--- src/htfcrc_pkg.sv ---
// Shared types and constants for the humidity/temperature frame CRC checker.
// No dependencies; used by htfcrc_crc8 and the top level.
package htfcrc_pkg;

    localparam int BYTE_W   = 8;
    localparam int WORD_W   = 16;
    localparam int POS_W    = 3;
    localparam int STATUS_W = 2;
    localparam int OUT_TDATA_W = 40;

    localparam logic [BYTE_W-1:0] CRC_POLY  = 8'h31;
    localparam logic [BYTE_W-1:0] CRC_INIT  = 8'h00;
    localparam logic [BYTE_W-1:0] CRC_MSB   = 8'h80;
    localparam logic [WORD_W-1:0] TEMP_MASK = 16'hFFFC;
    localparam logic [WORD_W-1:0] HUMI_MASK = 16'hFFF0;

    // byte positions inside a six-byte frame
    localparam logic [POS_W-1:0] POS_TEMP_HI  = 3'd0;
    localparam logic [POS_W-1:0] POS_TEMP_LO  = 3'd1;
    localparam logic [POS_W-1:0] POS_TEMP_CRC = 3'd2;
    localparam logic [POS_W-1:0] POS_HUMI_HI  = 3'd3;
    localparam logic [POS_W-1:0] POS_HUMI_LO  = 3'd4;
    localparam logic [POS_W-1:0] POS_HUMI_CRC = 3'd5;

    typedef enum logic [STATUS_W-1:0] {
        STATUS_OK       = 2'd0,
        STATUS_TEMP_ERR = 2'd1,
        STATUS_HUMI_ERR = 2'd2
    } frame_status_t;

endpackage

--- src/htfcrc_crc8.sv ---
// CRC-8 byte update, polynomial 0x31, MSB first, eight shift steps unrolled.
// Depends on htfcrc_pkg.
module htfcrc_crc8
(
    input  logic [htfcrc_pkg::BYTE_W-1:0] crc_in,
    input  logic [htfcrc_pkg::BYTE_W-1:0] data_in,
    output logic [htfcrc_pkg::BYTE_W-1:0] crc_out
);

    logic [htfcrc_pkg::BYTE_W-1:0] c;

    always_comb
    begin
        c = crc_in ^ data_in;
        for (int i = 0; i < htfcrc_pkg::BYTE_W; i++)
        begin
            if ((c & htfcrc_pkg::CRC_MSB) != '0)
                c = {c[htfcrc_pkg::BYTE_W-2:0], 1'b0} ^ htfcrc_pkg::CRC_POLY;
            else
                c = {c[htfcrc_pkg::BYTE_W-2:0], 1'b0};
        end
        crc_out = c;
    end

endmodule

--- src/humidity_temp_frame_crc_checker_unit.sv ---
// Top level of the humidity/temperature sensor frame CRC checker.
// Depends on htfcrc_pkg and htfcrc_crc8.
//
// Takes one sensor byte per request (temp hi, temp lo, temp CRC, humi hi,
// humi lo, humi CRC) and after the sixth byte delivers one result with the
// masked temperature and humidity words and a status (0 ok, 1 temperature
// CRC bad, 2 humidity CRC bad; temperature wins). A set frame-start flag
// restarts the frame at this byte and drops any partial frame. One byte per
// clock is sustained unless the last byte of a frame waits on a pending
// result. Each byte is held in the input register while the CRC update and
// checks run on it, and results sit in an output register.
module humidity_temp_frame_crc_checker_unit
(
    input  logic        clk,
    input  logic        rst_n,
    input  logic        s_tvalid,
    output logic        s_tready,
    input  logic [7:0]  s_tdata,   // [7:0] rx_byte
    input  logic        s_tuser,   // [0] frame_start
    output logic        m_tvalid,
    input  logic        m_tready,
    output logic [39:0] m_tdata    // [15:0] temp_raw, [31:16] humi_raw,
                                   // [33:32] frame_status, [39:34] zero
);

    localparam int BW = htfcrc_pkg::BYTE_W;
    localparam int WW = htfcrc_pkg::WORD_W;
    localparam int PW = htfcrc_pkg::POS_W;

    logic          in_valid_reg;
    logic [BW-1:0] in_byte_reg;
    logic          in_start_reg;

    logic [PW-1:0] pos_reg, pos_next;
    logic [BW-1:0] crc_reg, crc_next;
    logic [WW-1:0] temp_reg, temp_next;
    logic [WW-1:0] humi_reg, humi_next;
    logic          temp_fail_reg, temp_fail_next;

    logic                       out_valid_reg;
    logic [WW-1:0]              out_temp_reg, out_temp_next;
    logic [WW-1:0]              out_humi_reg, out_humi_next;
    htfcrc_pkg::frame_status_t  out_status_reg, out_status_next;

    logic [PW-1:0] pos_eff;
    logic          is_last;
    logic          out_free;
    logic          advance;
    logic          load_out;
    logic [BW-1:0] crc_seed;
    logic [BW-1:0] crc_upd;

    assign pos_eff  = (in_start_reg || pos_reg > htfcrc_pkg::POS_HUMI_CRC)
                      ? htfcrc_pkg::POS_TEMP_HI : pos_reg;
    assign is_last  = (pos_eff == htfcrc_pkg::POS_HUMI_CRC);
    assign out_free = !out_valid_reg || m_tready;
    assign advance  = in_valid_reg && (!is_last || out_free);
    assign load_out = advance && is_last;
    assign s_tready = !in_valid_reg || advance;

    assign crc_seed = (pos_eff == htfcrc_pkg::POS_TEMP_HI || pos_eff == htfcrc_pkg::POS_HUMI_HI)
                      ? htfcrc_pkg::CRC_INIT : crc_reg;

    htfcrc_crc8 u_crc
    (
        .crc_in  (crc_seed),
        .data_in (in_byte_reg),
        .crc_out (crc_upd)
    );

    always_comb
    begin
        pos_next        = pos_eff + PW'(1);
        crc_next        = crc_reg;
        temp_next       = temp_reg;
        humi_next       = humi_reg;
        temp_fail_next  = temp_fail_reg;
        out_temp_next   = temp_reg & htfcrc_pkg::TEMP_MASK;
        out_humi_next   = humi_reg & htfcrc_pkg::HUMI_MASK;
        out_status_next = htfcrc_pkg::STATUS_OK;
        case (pos_eff)
            htfcrc_pkg::POS_TEMP_HI:
            begin
                crc_next       = crc_upd;
                temp_next      = {in_byte_reg, temp_reg[BW-1:0]};
                temp_fail_next = 1'b0;
            end
            htfcrc_pkg::POS_TEMP_LO:
            begin
                crc_next  = crc_upd;
                temp_next = {temp_reg[WW-1:BW], in_byte_reg};
            end
            htfcrc_pkg::POS_TEMP_CRC:
            begin
                temp_fail_next = (crc_reg != in_byte_reg);
                crc_next       = htfcrc_pkg::CRC_INIT;
            end
            htfcrc_pkg::POS_HUMI_HI:
            begin
                crc_next  = crc_upd;
                humi_next = {in_byte_reg, humi_reg[BW-1:0]};
            end
            htfcrc_pkg::POS_HUMI_LO:
            begin
                crc_next  = crc_upd;
                humi_next = {humi_reg[WW-1:BW], in_byte_reg};
            end
            default:
            begin
                if (temp_fail_reg)
                    out_status_next = htfcrc_pkg::STATUS_TEMP_ERR;
                else if (crc_reg != in_byte_reg)
                    out_status_next = htfcrc_pkg::STATUS_HUMI_ERR;
                else
                    out_status_next = htfcrc_pkg::STATUS_OK;
                crc_next = htfcrc_pkg::CRC_INIT;
                pos_next = htfcrc_pkg::POS_TEMP_HI;
            end
        endcase
    end

    always_ff @(posedge clk or negedge rst_n)
    begin
        if (!rst_n)
        begin
            in_valid_reg <= 1'b0;
        end
        else if (s_tready)
        begin
            in_valid_reg <= s_tvalid;
        end
    end

    always_ff @(posedge clk)
    begin
        if (s_tvalid && s_tready)
        begin
            in_byte_reg  <= s_tdata;
            in_start_reg <= s_tuser;
        end
    end

    always_ff @(posedge clk or negedge rst_n)
    begin
        if (!rst_n)
        begin
            pos_reg       <= htfcrc_pkg::POS_TEMP_HI;
            crc_reg       <= htfcrc_pkg::CRC_INIT;
            temp_reg      <= '0;
            humi_reg      <= '0;
            temp_fail_reg <= 1'b0;
        end
        else if (advance)
        begin
            pos_reg       <= pos_next;
            crc_reg       <= crc_next;
            temp_reg      <= temp_next;
            humi_reg      <= humi_next;
            temp_fail_reg <= temp_fail_next;
        end
    end

    always_ff @(posedge clk or negedge rst_n)
    begin
        if (!rst_n)
        begin
            out_valid_reg <= 1'b0;
        end
        else if (load_out)
        begin
            out_valid_reg <= 1'b1;
        end
        else if (m_tready)
        begin
            out_valid_reg <= 1'b0;
        end
    end

    always_ff @(posedge clk)
    begin
        if (load_out)
        begin
            out_temp_reg   <= out_temp_next;
            out_humi_reg   <= out_humi_next;
            out_status_reg <= out_status_next;
        end
    end

    assign m_tvalid = out_valid_reg;
    assign m_tdata  = {{(htfcrc_pkg::OUT_TDATA_W - 2*WW - htfcrc_pkg::STATUS_W){1'b0}},
                       out_status_reg, out_humi_reg, out_temp_reg};

    a_pos_range: assert property (@(posedge clk) disable iff (!rst_n)
        pos_reg <= htfcrc_pkg::POS_HUMI_CRC)
        else $error("byte position out of range");

    a_wrap_after_result: assert property (@(posedge clk) disable iff (!rst_n)
        load_out |=> pos_reg == htfcrc_pkg::POS_TEMP_HI)
        else $error("position did not wrap after result");

    a_no_overwrite: assert property (@(posedge clk) disable iff (!rst_n)
        (out_valid_reg && !m_tready) |-> !load_out)
        else $error("pending result overwritten");

    a_temp_status: assert property (@(posedge clk) disable iff (!rst_n)
        load_out && temp_fail_reg |=> out_status_reg == htfcrc_pkg::STATUS_TEMP_ERR)
        else $error("temperature failure not reported");

    a_ready_when_empty: assert property (@(posedge clk) disable iff (!rst_n)
        !in_valid_reg |-> s_tready)
        else $error("input stalled while empty");

endmodule
--- config.mk ---
export PLATFORM = sky130hd
export DESIGN_NAME = humidity_temp_frame_crc_checker_unit
export DESIGN_NICKNAME = d
export VERILOG_FILES = /design/src/htfcrc_pkg.sv /design/src/htfcrc_crc8.sv /design/src/humidity_temp_frame_crc_checker_unit.sv
export SDC_FILE = /design/constraint.sdc
export NUM_CORES = 1
export LEC_CHECK = 0
export ABC_AREA = 1
export ABC_CLOCK_PERIOD_IN_PS = 2970
export BUFFER_PORTS_ARGS = -buffer_cell sky130_fd_sc_hd__buf_2
export CAP_MARGIN = 5
export CORE_AREA = 2 2 71 106
export CTS_CLUSTER_DIAMETER = 200
export DETAILED_ROUTE_END_ITERATION = 16
export DIE_AREA = 0 0 73 108
export PLACE_DENSITY_LB_ADDON = 0.05
export SLEW_MARGIN = 40
export SYNTH_ARGS = -nofsm -noshare
export SYNTH_HDL_FRONTEND = slang
export SYNTH_SLANG_ARGS = --single-unit
--- constraint.sdc ---
create_clock -name clk -period 2.97 [get_ports clk]
set_clock_uncertainty 0.05 [all_clocks]
set_input_delay 0.1485 -clock clk [delete_from_list [all_inputs] [get_ports clk]]
set_output_delay 0.1485 -clock clk [all_outputs]
set_load 0.005 [all_outputs]
==> impl_metrics.csv, run 1 <==
group,metric,value,unit
synth,synth-seq-area-share,61.4,%
setup_path,crit_required,3160,ps
place,dpl.hpwl,4520,um
timing,slew-limit-headroom,58.6,%
setup_path,crit_path_frequent_cell,"nand2_1",
synth,synth_compound_area_share,7.53,%
global_route,track_usage,17.2,%
place,dpl.cell_count,435,
power,p_leak,0.00189,uW
clock_network,htree_num_levels,3,
clock_network,postCtsSetupBuffers,0,
setup_path,endpoint,"crc_reg[6]$_DFFE_PN0N_",
floorplan,io_pins,55,
setup_path,worstSetupPathType,"flip-flop to flip-flop",
global_route,grt_max_degree,41,
timing,setup_violations,0,
floorplan,core.rowCount,37,
synth,synthAdderAreaFrac,1.82,%
place,routabilityCongestion,0.908,
setup_path,startpoint,"pos_reg[2]$_DFFE_PN0N_",
clock_network,clk_latency,340,ps
timing,rsz0062_at_grt,"no",
setup_path,crit_path_start_kind,"flip-flop",
synth,synth_area,3440,um2
floorplan,fp.dieW,73,um
floorplan,die_y,108,um
final_layout,fin_util,58.9,%
setup_path,worstPathMaxFanout,13,
floorplan,initial_core_util,49.9,%
timing,max_freq,385,MHz
synth,synthSimpleGateAreaFrac,18.4,%
clock_network,cts_buffers,9,
drt,drc,0,
final_layout,nNetsFinal,398,
timing,hold_violations,0,
drt,drt_first_pass_iters,4,
synth,synthMuxAreaShare,0,%
drt,viasPerCell,4.90,
clock_network,clock_path_buffers,2,
setup_path,crit_path_max_incr_delay,420,ps
clock_network,cts_resized,0,
floorplan,core,6900,um2
timing,worst_pin_slew,620,ps
global_route,grt_pass1_wl,10200,um
setup_path,reg2regPathDepth,17,
final_layout,drive_gt1_share,23.6,%
timing,slew_viol_final,0,
status,status,"finished, final reports clean",
drt,drtIter0Drc,87,
global_route,grt_overflow,0,
place,placed_area,3690,um2
global_route,grt_pass1_vias,2252,
setup_path,ff2ff_setup_slack,370,ps
setup_path,r2r_end,"crc_reg[6]$_DFFE_PN0N_",
final_layout,stdcell_area,4060,um2
setup_path,slowest_stage,"dfrtp_1",
setup_path,endpoint_kind,"flip-flop",
clock_network,cts_tree,"built",
final_layout,final_cell_count_no_fill,463,
final_layout,diodes,0,
setup_path,reg2reg_from,"pos_reg[2]$_DFFE_PN0N_",
clock_network,root_buffer,"clkbuf_8",
setup_path,worstPathCellList,"a21oi_1 -> nand2_1 -> inv_1 -> ha_1 -> ha_1 -> inv_1 -> nand2_4 -> nand2_1 -> nand2_1 -> inv_1 -> nand2_2 -> nand2_2 -> nand2_1 -> nand2_2 -> xor2_1 -> nand2_1 -> o21ai_2",
synth,yosys_warnings,0,
job,maxCapViolations,0,
timing,min_period_over_period,87.5,%
floorplan,dieArea,7880,um2
synth,yosysUniqueCellTypes,30,
drt,wl_per_cell,13.4,um
global_route,antenna_found_initial,0,
synth,ys_ff_latch,77,
timing,fin_setup_tns,0,ps
place,io_buffers,42,
clock_network,path_clk_slew,80,ps
power,vdd_ir_drop_max,0.488,mV
synth,synth_top_family_by_area,"simple AND/OR/NAND/NOR gates",
setup_path,critPathArrivalTime,2790,ps
synth,synth_xor_area_share,3.31,%
timing,post-route-min-period,2600,ps
worst_hold_path,min_path_type,"primary input to async pin",
clock_network,numClockSinks,77,
drt,vias,2267,
drt,postRouteAntennaNets,0,
drt,routed_wl,6200,um
power,p_per_area,843,nW/um2
synth,syn_inst,319,
final_layout,area_growth_syn_to_layout,18.0,%
synth,avgSynthCellArea,10.8,um2
[cells in the final DEF (no fill, tap or decap), drive strengths merged]
cell         count
clkbuf          11
o21ai           40
edfxtp          37
clkinv           2
a21oi            2
xnor2            4
nand2           88
nor2            16
bufinv           3
nand4            3
o22ai            1
nor3             3
ha               5
dfrtp           40
a22o             1
nand3           19
conb            12
dlygate4sd3     12
buf             44
xor2             9
inv             33
[Yosys cell counts, drive strengths merged]
master,n,area [um2]
nand2,88,405
dfrtp,40,1000
o21ai,40,234
edfxtp,37,1110
inv,32,120
nand3,19,108
buf,16,128
nor2,16,75.1
xor2,9,78.8
ha,5,62.6
xnor2,4,35.0
nand4,3,18.8
nor3,3,26.3
a21oi,2,10.0
a22o,1,8.76
clkbuf,1,3.75
clkinv,1,5.00
conb,1,3.75
o22ai,1,6.26
[critical path: cells and delay by family, from the launching register on]
kind | cells | cell delay [ps]
and+or+nand+nor | 9 | 980
DFF | 1 | 420
buffers and inverters | 3 | 320
adders and majority gates | 2 | 300
AOI/OAI and AO/OA | 2 | 260
xor gates and xnor gates | 1 | 150
[power breakdown]
group / internal, uW / switching (uW)
Clock: 586 / 381
Combinational: 343 / 584
Sequential: 1390 / 140
Total: 2320 / 1110
[worst min-delay path by stage]
stage / start / end
after global routing: rst_n / crc_reg[4]$_DFFE_PN0N_
after CTS: rst_n / pos_reg[1]$_DFFE_PN0N_
after floorplan: rst_n / crc_reg[0]$_DFFE_PN0N_
after detailed placement: rst_n / pos_reg[1]$_DFFE_PN0N_
after global placement: s_tdata[6] / in_byte_reg[6]$_DFFE_PP_
final: rst_n / in_valid_reg$_DFFE_PN0N_
[final cells by class]
| class | instances | area, um2 |
|---|---|---|
| clock buffer | 11 | 141 |
| sequential | 77 | 2110 |
| multi-input combinational | 203 | 1120 |
| fill | 585 | 2840 |
| clock inverter | 5 | 108 |
| timing repair buffer | 56 | 360 |
| tap | 78 | 97.6 |
| inverter | 33 | 125 |
[logic make-up after synthesis]
group | Yosys count
AND/OR/NAND/NOR | 129
adder cells (fa/ha/maj) | 5
buffers and inverters | 50
AO/OA/AOI/OAI | 44
XOR/XNOR | 13
other | 1
flip-flops | 77
[timing repair]
| item | 4_1_cts | 5_1_grt |
|---|---|---|
| hold buffers | 12 | 0 |
| endpoints found under the setup margin | 0 | 0 |
| endpoints found under the hold margin | 51 | 0 |
[stage by stage]
step	hold slack [ps]	power (uW)	setup slack, ps
after floorplan	-197	2280	210
after global placement	275	2450	477
after detailed placement	111	2470	393
after CTS	276	3450	361
after global routing	326	3640	107
final	263	3420	371
[layer usage]
metal / GRT usage [%] / part of all wire (%)
met5: 0 / 0
met2: 29.5 / 51
met4: 10.4 / 4.2
met1: 18.8 / 42
met3: 4.10 / 3.1
Note: power is estimated with default switching activity, not from simulation.
==> inputs of run 2 (changes only) <==
Settings changed: CORE_AREA 2 2 71 106 to 2 2 72 108, DIE_AREA 0 0 73 108 to 0 0 74 110, SYNTH_HIERARCHICAL set to 1.
==> run 2 against run 1 <==
Utilization fell by 0.36 points. Synthesized cell count is 17% higher. Flip-flop and latch count is the same. First-iteration DRC count shrank 5.7%. Sequential power about the same. Combinational power fell by 10%. Clock power decreased by 18%. Wire length rose by 7.4%. Final cell count rose by 16%.
==> impl_metrics.csv, run 2 <==
group,metric,value,unit
final_layout,area_growth_syn_to_layout,16.5,%
timing,hold_slack,95.8,ps
setup_path,r2r_end,"crc_reg[6]$_DFFE_PN0N_",
job,maxCapViolations,0,
worst_hold_path,min_path_type,"primary input to flip-flop",
drt,wl_per_cell,12.4,um
power,p_per_area,757,nW/um2
floorplan,die_y,110,um
final_layout,final_cell_count_no_fill,537,
clock_network,clock_path_buffers,2,
timing,min_period_over_period,91.6,%
place,routabilityCongestion,0.953,
final_layout,nNetsFinal,450,
synth,async_reset_ff_share,51.9,%
drt,drt_first_pass_iters,4,
clock_network,numClockSinks,77,
synth,synth_most_common_cell,"nand2_1",
final_layout,diodes,0,
synth,synth-seq-area-share,58.6,%
drt,viasPerCell,4.76,
global_route,antenna_found_initial,0,
worst_hold_path,whs_endpoint,"m_tvalid$_DFFE_PN0P_",
drt,met3_length,271,um
drt,maxUsedRoutingLayer,"met4",
worst_hold_path,min_from,"m_tready",
drt,drt-met1-wl,2760,um
floorplan,initial_core_util,50.2,%
synth,synth_area,3610,um2
drt,vias,2558,
final_layout,drive_gt1_share,19.2,%
floorplan,io_pins,55,
floorplan,core,7180,um2
setup_path,crit_required,3200,ps
global_route,grt_pass1_wl,10900,um
power,vdd_ir_drop_max,0.357,mV
setup_path,ff2ff_setup_slack,250,ps
setup_path,critPathArrivalTime,2950,ps
timing,setup_violations,0,
synth,yosysTopAreaCellShare,30.8,%
status,status,"finished, final reports clean",
timing,post-route-min-period,2720,ps
timing,slew-limit-headroom,65.6,%
synth,yosys_warnings,6,
synth,synth_ff_type,"dfrtp_1",
final_layout,fillers,655,
clock_network,cts_tree,"built",
drt,routed_wl,6660,um
final_layout,layout_commonest_cell,"nand2_1",
floorplan,dieArea,8140,um2
power,p_leak,0.00200,uW
setup_path,reg2reg_from,"pos_reg[1]$_DFFE_PN0N_",
global_route,grt_overflow,0,
synth,synth_top_area_cell,"edfxtp_1",
timing,hold_violations,0,
drt,drtIter0Drc,82,
timing,worst_pin_slew,516,ps
global_route,grt_pass1_vias,2403,
clock_network,clk_latency,360,ps
drt,postRouteAntennaNets,0,
floorplan,fp.dieW,74,um
setup_path,worstPathMaxFanout,8,
clock_network,path_clk_slew,80,ps
place,dpl.hpwl,4900,um
setup_path,endpoint_kind,"flip-flop",
final_layout,final_cell_mix,"nand2_1, buf_2, dfrtp_1",
timing,max_freq,368,MHz
synth,yosysUniqueCellTypes,30,
place,io_buffers,42,
setup_path,reg2regPathDepth,17,
synth,syn_inst,372,
timing,slew_viol_final,0,
drt,drc,0,
global_route,track_usage,18.1,%
synth,ys_ff_latch,77,
clock_network,root_buffer,"clkbuf_8",
synth,synth_common_cells,"nand2_1, dfrtp_1, inv_1",
drt,dr_wl_met2,3400,um
place,dpl.cell_count,509,
synth,synth_area_leaders,"edfxtp_1, dfrtp_1, nand2_1",
synth,synth_edf_count,37,
synth,avgSynthCellArea,9.69,um2
worst_hold_path,holdPathStages,4,
setup_path,crit_path_start_kind,"flip-flop",
global_route,grt_max_degree,41,
clock_network,cts_buffers,9,
setup_path,worstSetupPathType,"flip-flop to flip-flop",
floorplan,core.rowCount,38,
clock_network,htree_num_levels,3,
-- run 2: cell count changes after synthesis, sizes merged, moves of 2 or more --
cell / before / now
nand2: 88 / 131
o21ai: 40 / 29
xnor2: 4 / 14
inv: 32 / 41
nor2: 16 / 21
xor2: 9 / 4
nand3: 19 / 23
nand3b: 0 / 2
-- run 2: per-layer routing --
metal	track usage, %	vias up
met3	3.55	16
met2	31.2	73
li1	-	1284
met1	20.4	1185
met4	10.5	0
met5	0	-
-- run 2: timing repair --
item | CTS | global route
buffers inserted | 0 | 1
hold buffers | 11 | 0
hold endpoints to repair | 50 | 0
endpoints found under the setup margin | 0 | 8
resized for setup | 0 | 6
-- run 2: cells by family after synthesis --
family                     after synthesis  share of synthesized area [%]
adders and majority gates                5                           1.73
buffers and inverters                   58                           7.77
and+or+nand+nor                        182                           22.7
DFF                                     77                           58.6
AOI/OAI and AO/OA                       31                           4.30
xor gates and xnor gates                18                           4.79
other                                    1                          0.104
-- run 2: how the worst max path moves through the flow --
stage,startpoint,to,depth (start not counted)
finish,pos_reg[1]$_DFFE_PN0N_,crc_reg[6]$_DFFE_PN0N_,17
global route,pos_reg[1]$_DFFE_PN0N_,crc_reg[6]$_DFFE_PN0N_,17
CTS,pos_reg[2]$_DFFE_PN0N_,crc_reg[5]$_DFFE_PN0N_,20
detailed placement,pos_reg[2]$_DFFE_PN0N_,crc_reg[5]$_DFFE_PN0N_,20
global placement,pos_reg[2]$_DFFE_PN0N_,crc_reg[6]$_DFFE_PN0N_,17
floorplan,pos_reg[2]$_DFFE_PN0N_,out_humi_reg[10]$_DFFE_PP_,7
-- run 2: area by class of cell --
cell class              count  area, um2  share of cell area (%)
inverters                  41        154                    3.66
well taps                 100        125                    2.98
repair buffers             55        338                    8.04
clock inverters             5       60.1                    1.43
clock buffers              11        141                    3.37
flip-flops and latches     77       2110                    50.3
multi-input cells         248       1270                    30.2
-- run 2: where the power goes --
part,total (uW),internal (uW),switching (uW)
Clock,797,412,385
Sequential,1550,1380,163
Combinational,834,330,504
Total,3180,2130,1050
-- run 2: stage by stage --
step	power (uW)	TNS, ps	area (um2)	util, %	worst slack, ps
2_1_floorplan	2180	0	3650	-	2.87
3_3_place_gp	2350	0	3870	53.9	238
3_5_place_dp	2380	0	3870	53.9	156
4_1_cts	3190	0	4180	58.2	129
5_1_grt	3400	-18.0	4200	58.5	-9.03
6_report	3180	0	4200	58.5	250
-- run 2: worst max-delay path: stages, from the launching register on --
cell	delay, ps
dfrtp_2	440
a21oi_1	180
nand2_1	140
inv_1	100
ha_1	140
ha_1	200
a21oi_2	60
inv_2	160
nor2_1	110
xnor2_1	370
nand2_1	140
nand2_1	90
nand3_2	70
nand2_1	80
nand2_1	50
nand2_1	50
nand2_1	50
o21ai_0	150
==> inputs of run 3 (changes only) <==
Settings changed: ABC_AREA 1 to 0, CORE_AREA 2 2 72 108 to 2 2 70 105, DIE_AREA 0 0 74 110 to 0 0 72 107.
==> run 3 against run 2 <==
Via count decreased by 30%. Synthesized cell count decreased by 42%. Critical path type unchanged. Clock-buffer cell count up 1. Synthesized area fell by 8.5%. Highest routed layer unchanged.
==> impl_metrics.csv, run 3 <==
group,metric,value,unit
status,status,"finished, final reports clean",
place,routabilityCongestion,0.731,
place,io_buffers,42,
synth,yosysTopAreaCellShare,33.7,%
final_layout,final_cell_mix,"buf_2, dfrtp_1, edfxtp_1",
global_route,track_usage,16.0,%
drt,wl_per_cell,15.6,um
final_layout,fin_util,57.5,%
job,maxCapViolations,0,
clock_network,htree_num_levels,3,
power,p_int,2290,uW
synth,syn_inst,214,
worst_hold_path,min_path_type,"primary input to flip-flop",
setup_path,reg2regPathDepth,10,
clock_network,cts_tree,"built",
synth,ys_ff_latch,77,
drt,met3_length,197,um
timing,worst_pin_slew,651,ps
synth,synth_top_area_cell,"edfxtp_1",
power,clkPwrFrac,25.2,%
synth,synth_area,3300,um2
synth,yosys_warnings,6,
drt,postRouteAntennaNets,0,
synth,synth-seq-area-share,64.0,%
drt,drc,0,
timing,slew-limit-headroom,56.6,%
setup_path,worstPathMaxFanout,6,
global_route,grt_pass1_wl,8910,um
timing,rsz0062_at_grt,"no",
global_route,grt_overflow,0,
synth,synth_ff_type,"dfrtp_1",
setup_path,crit_required,3160,ps
drt,drt_first_pass_iters,4,
power,seq_power_share,49.7,%
global_route,grt_pass1_vias,1745,
setup_path,startpoint,"pos_reg[1]$_DFFE_PN0N_",
drt,drt-met1-wl,2400,um
final_layout,area_growth_syn_to_layout,18.7,%
final_layout,final_cell_count_no_fill,364,
setup_path,critPathArrivalTime,2940,ps
setup_path,worstSetupPathType,"flip-flop to flip-flop",
floorplan,dieArea,7700,um2
final_layout,drive_gt1_share,36.4,%
power,p_comb_share,25.2,%
synth,synth_area_leaders,"edfxtp_1, dfrtp_1, mux2_2",
synth,synth_most_common_cell,"dfrtp_1",
setup_path,crit_path_start_kind,"flip-flop",
clock_network,cts_buffers,9,
setup_path,endpoint_kind,"flip-flop",
drt,routed_wl,5670,um
timing,slew_viol_final,0,
drt,drtIter0Drc,69,
synth,avgSynthCellArea,15.4,um2
setup_path,endpoint,"crc_reg[0]$_DFFE_PN0N_",
global_route,grt_max_degree,41,
power,p_sw,851,uW
floorplan,io_pins,55,
synth,synth_edf_count,37,
synth,yosysUniqueCellTypes,38,
floorplan,initial_core_util,48.5,%
final_layout,nNetsFinal,299,
clock_network,clk_latency,350,ps
place,dpl.cell_count,337,
floorplan,die_y,107,um
floorplan,core.rowCount,37,
clock_network,numClockSinks,77,
synth,synth_common_cells,"dfrtp_1, edfxtp_1, mux2_2",
floorplan,fp.dieW,72,um
global_route,antenna_found_initial,0,
setup_path,r2r_end,"crc_reg[0]$_DFFE_PN0N_",
synth,async_reset_ff_share,51.9,%
timing,post-route-min-period,2760,ps
timing,setup_violations,0,
power,switching_share,27.1,%
power,p_per_area,801,nW/um2
floorplan,core,6810,um2
place,dpl.hpwl,3880,um
drt,maxUsedRoutingLayer,"met4",
clock_network,path_clk_slew,70,ps
drt,dr_wl_met2,2960,um
clock_network,clock_path_buffers,2,
clock_network,root_buffer,"clkbuf_8",
setup_path,reg2reg_from,"pos_reg[1]$_DFFE_PN0N_",
timing,fin_ws,215,ps
setup_path,ff2ff_setup_slack,210,ps
timing,max_freq,363,MHz
timing,min_period_over_period,92.8,%
final_layout,diodes,0,
drt,vias,1787,
power,p_leak,0.00169,uW
timing,hold_violations,0,
clock_network,postCtsSetupBuffers,0,
power,vdd_ir_drop_max,0.389,mV
place,dp_slack,169,ps
timing,fin_setup_tns,0,ps
final_layout,layout_commonest_cell,"buf_2",
drt,viasPerCell,4.91,
## run 3: cell count changes after synthesis, sizes merged, moves of 7 or more
cell / before / now
a22o: 0 / 8
mux2: 0 / 26
and2: 0 / 10
o21ai: 29 / 6
xor2: 4 / 11
nand3: 23 / 1
nor2: 21 / 6
nand2: 131 / 6
inv: 41 / 5
## run 3: critical path, cell delays in order, from the launching register on
cell and delay, ps:
dfrtp_1 430, a211oi_1 290, buf_4 180, ha_1 140, ha_1 170, a21oi_2 70, and2_1 190, xnor2_2 240
xnor3_1 530, xnor2_1 160, a22o_1 200
## run 3: cells by family after synthesis
kind of cell | after synthesis | synth area share, %
mux | 26 | 8.88
other cells | 1 | 0.114
fa+ha+maj | 5 | 1.90
simple gates | 33 | 6.37
xor+xnor | 29 | 9.26
compound gates | 23 | 5.73
flops | 77 | 64.0
buf+inv | 20 | 3.72
## run 3: power by group through the flow
stage	clock network, uW	logic [uW]	registers (uW)
6_report	789	790	1560
5_1_grt	847	860	1590
4_1_cts	815	795	1560
3_5_place_dp	0	778	1580
3_3_place_gp	0	766	1580
2_1_floorplan	0	657	1530
## run 3: how the worst min path moves through the flow
stage / from / to / slack, ps / cells after the start
floorplan: rst_n / crc_reg[0]$_DFFE_PN0N_ / -200 / 0
global placement: s_tdata[3] / in_byte_reg[3]$_DFFE_PP_ / 280 / 1
detailed placement: rst_n / pos_reg[0]$_DFFE_PN0N_ / 110 / 1
CTS: m_tready / in_valid_reg$_DFFE_PN0P_ / 110 / 4
global route: m_tready / m_tvalid$_DFFE_PN0P_ / 140 / 3
finish: m_tready / in_valid_reg$_DFFE_PN0P_ / 120 / 4
## run 3: repair_timing
item                                   in CTS  in global routing
setup endpoints to repair                   0                  5
gates resized for setup                     0                  1
hold buffers                               11                  0
endpoints found under the hold margin      50                  0
## run 3: cell type report
type                            instances  area (um2)
Multi-Input combinational cell        128        1110
Inverter                                5        18.8
Clock inverter                          4        46.3
Sequential cell                        77        2110
Clock buffer                           12         155
Fill cell                             568        2890
Timing Repair Buffer                   60         375
Tap cell                               78        97.6
## run 3: layer usage
layer  track usage [%]  vias to the layer above
met3              4.14                        9
li1                  -                      869
met5                 0                        -
met4              8.49                        0
met1              19.0                      872
met2              26.4                       37
## run 3: stage by stage
step / hold slack (ps) / area (um2) / total power [uW]
after CTS: 108 / 3910 / 3170
after global placement: 277 / 3600 / 2340
final: 123 / 3920 / 3140
after detailed placement: 112 / 3600 / 2360
after floorplan: -197 / 3340 / 2190
after global routing: 141 / 3920 / 3300
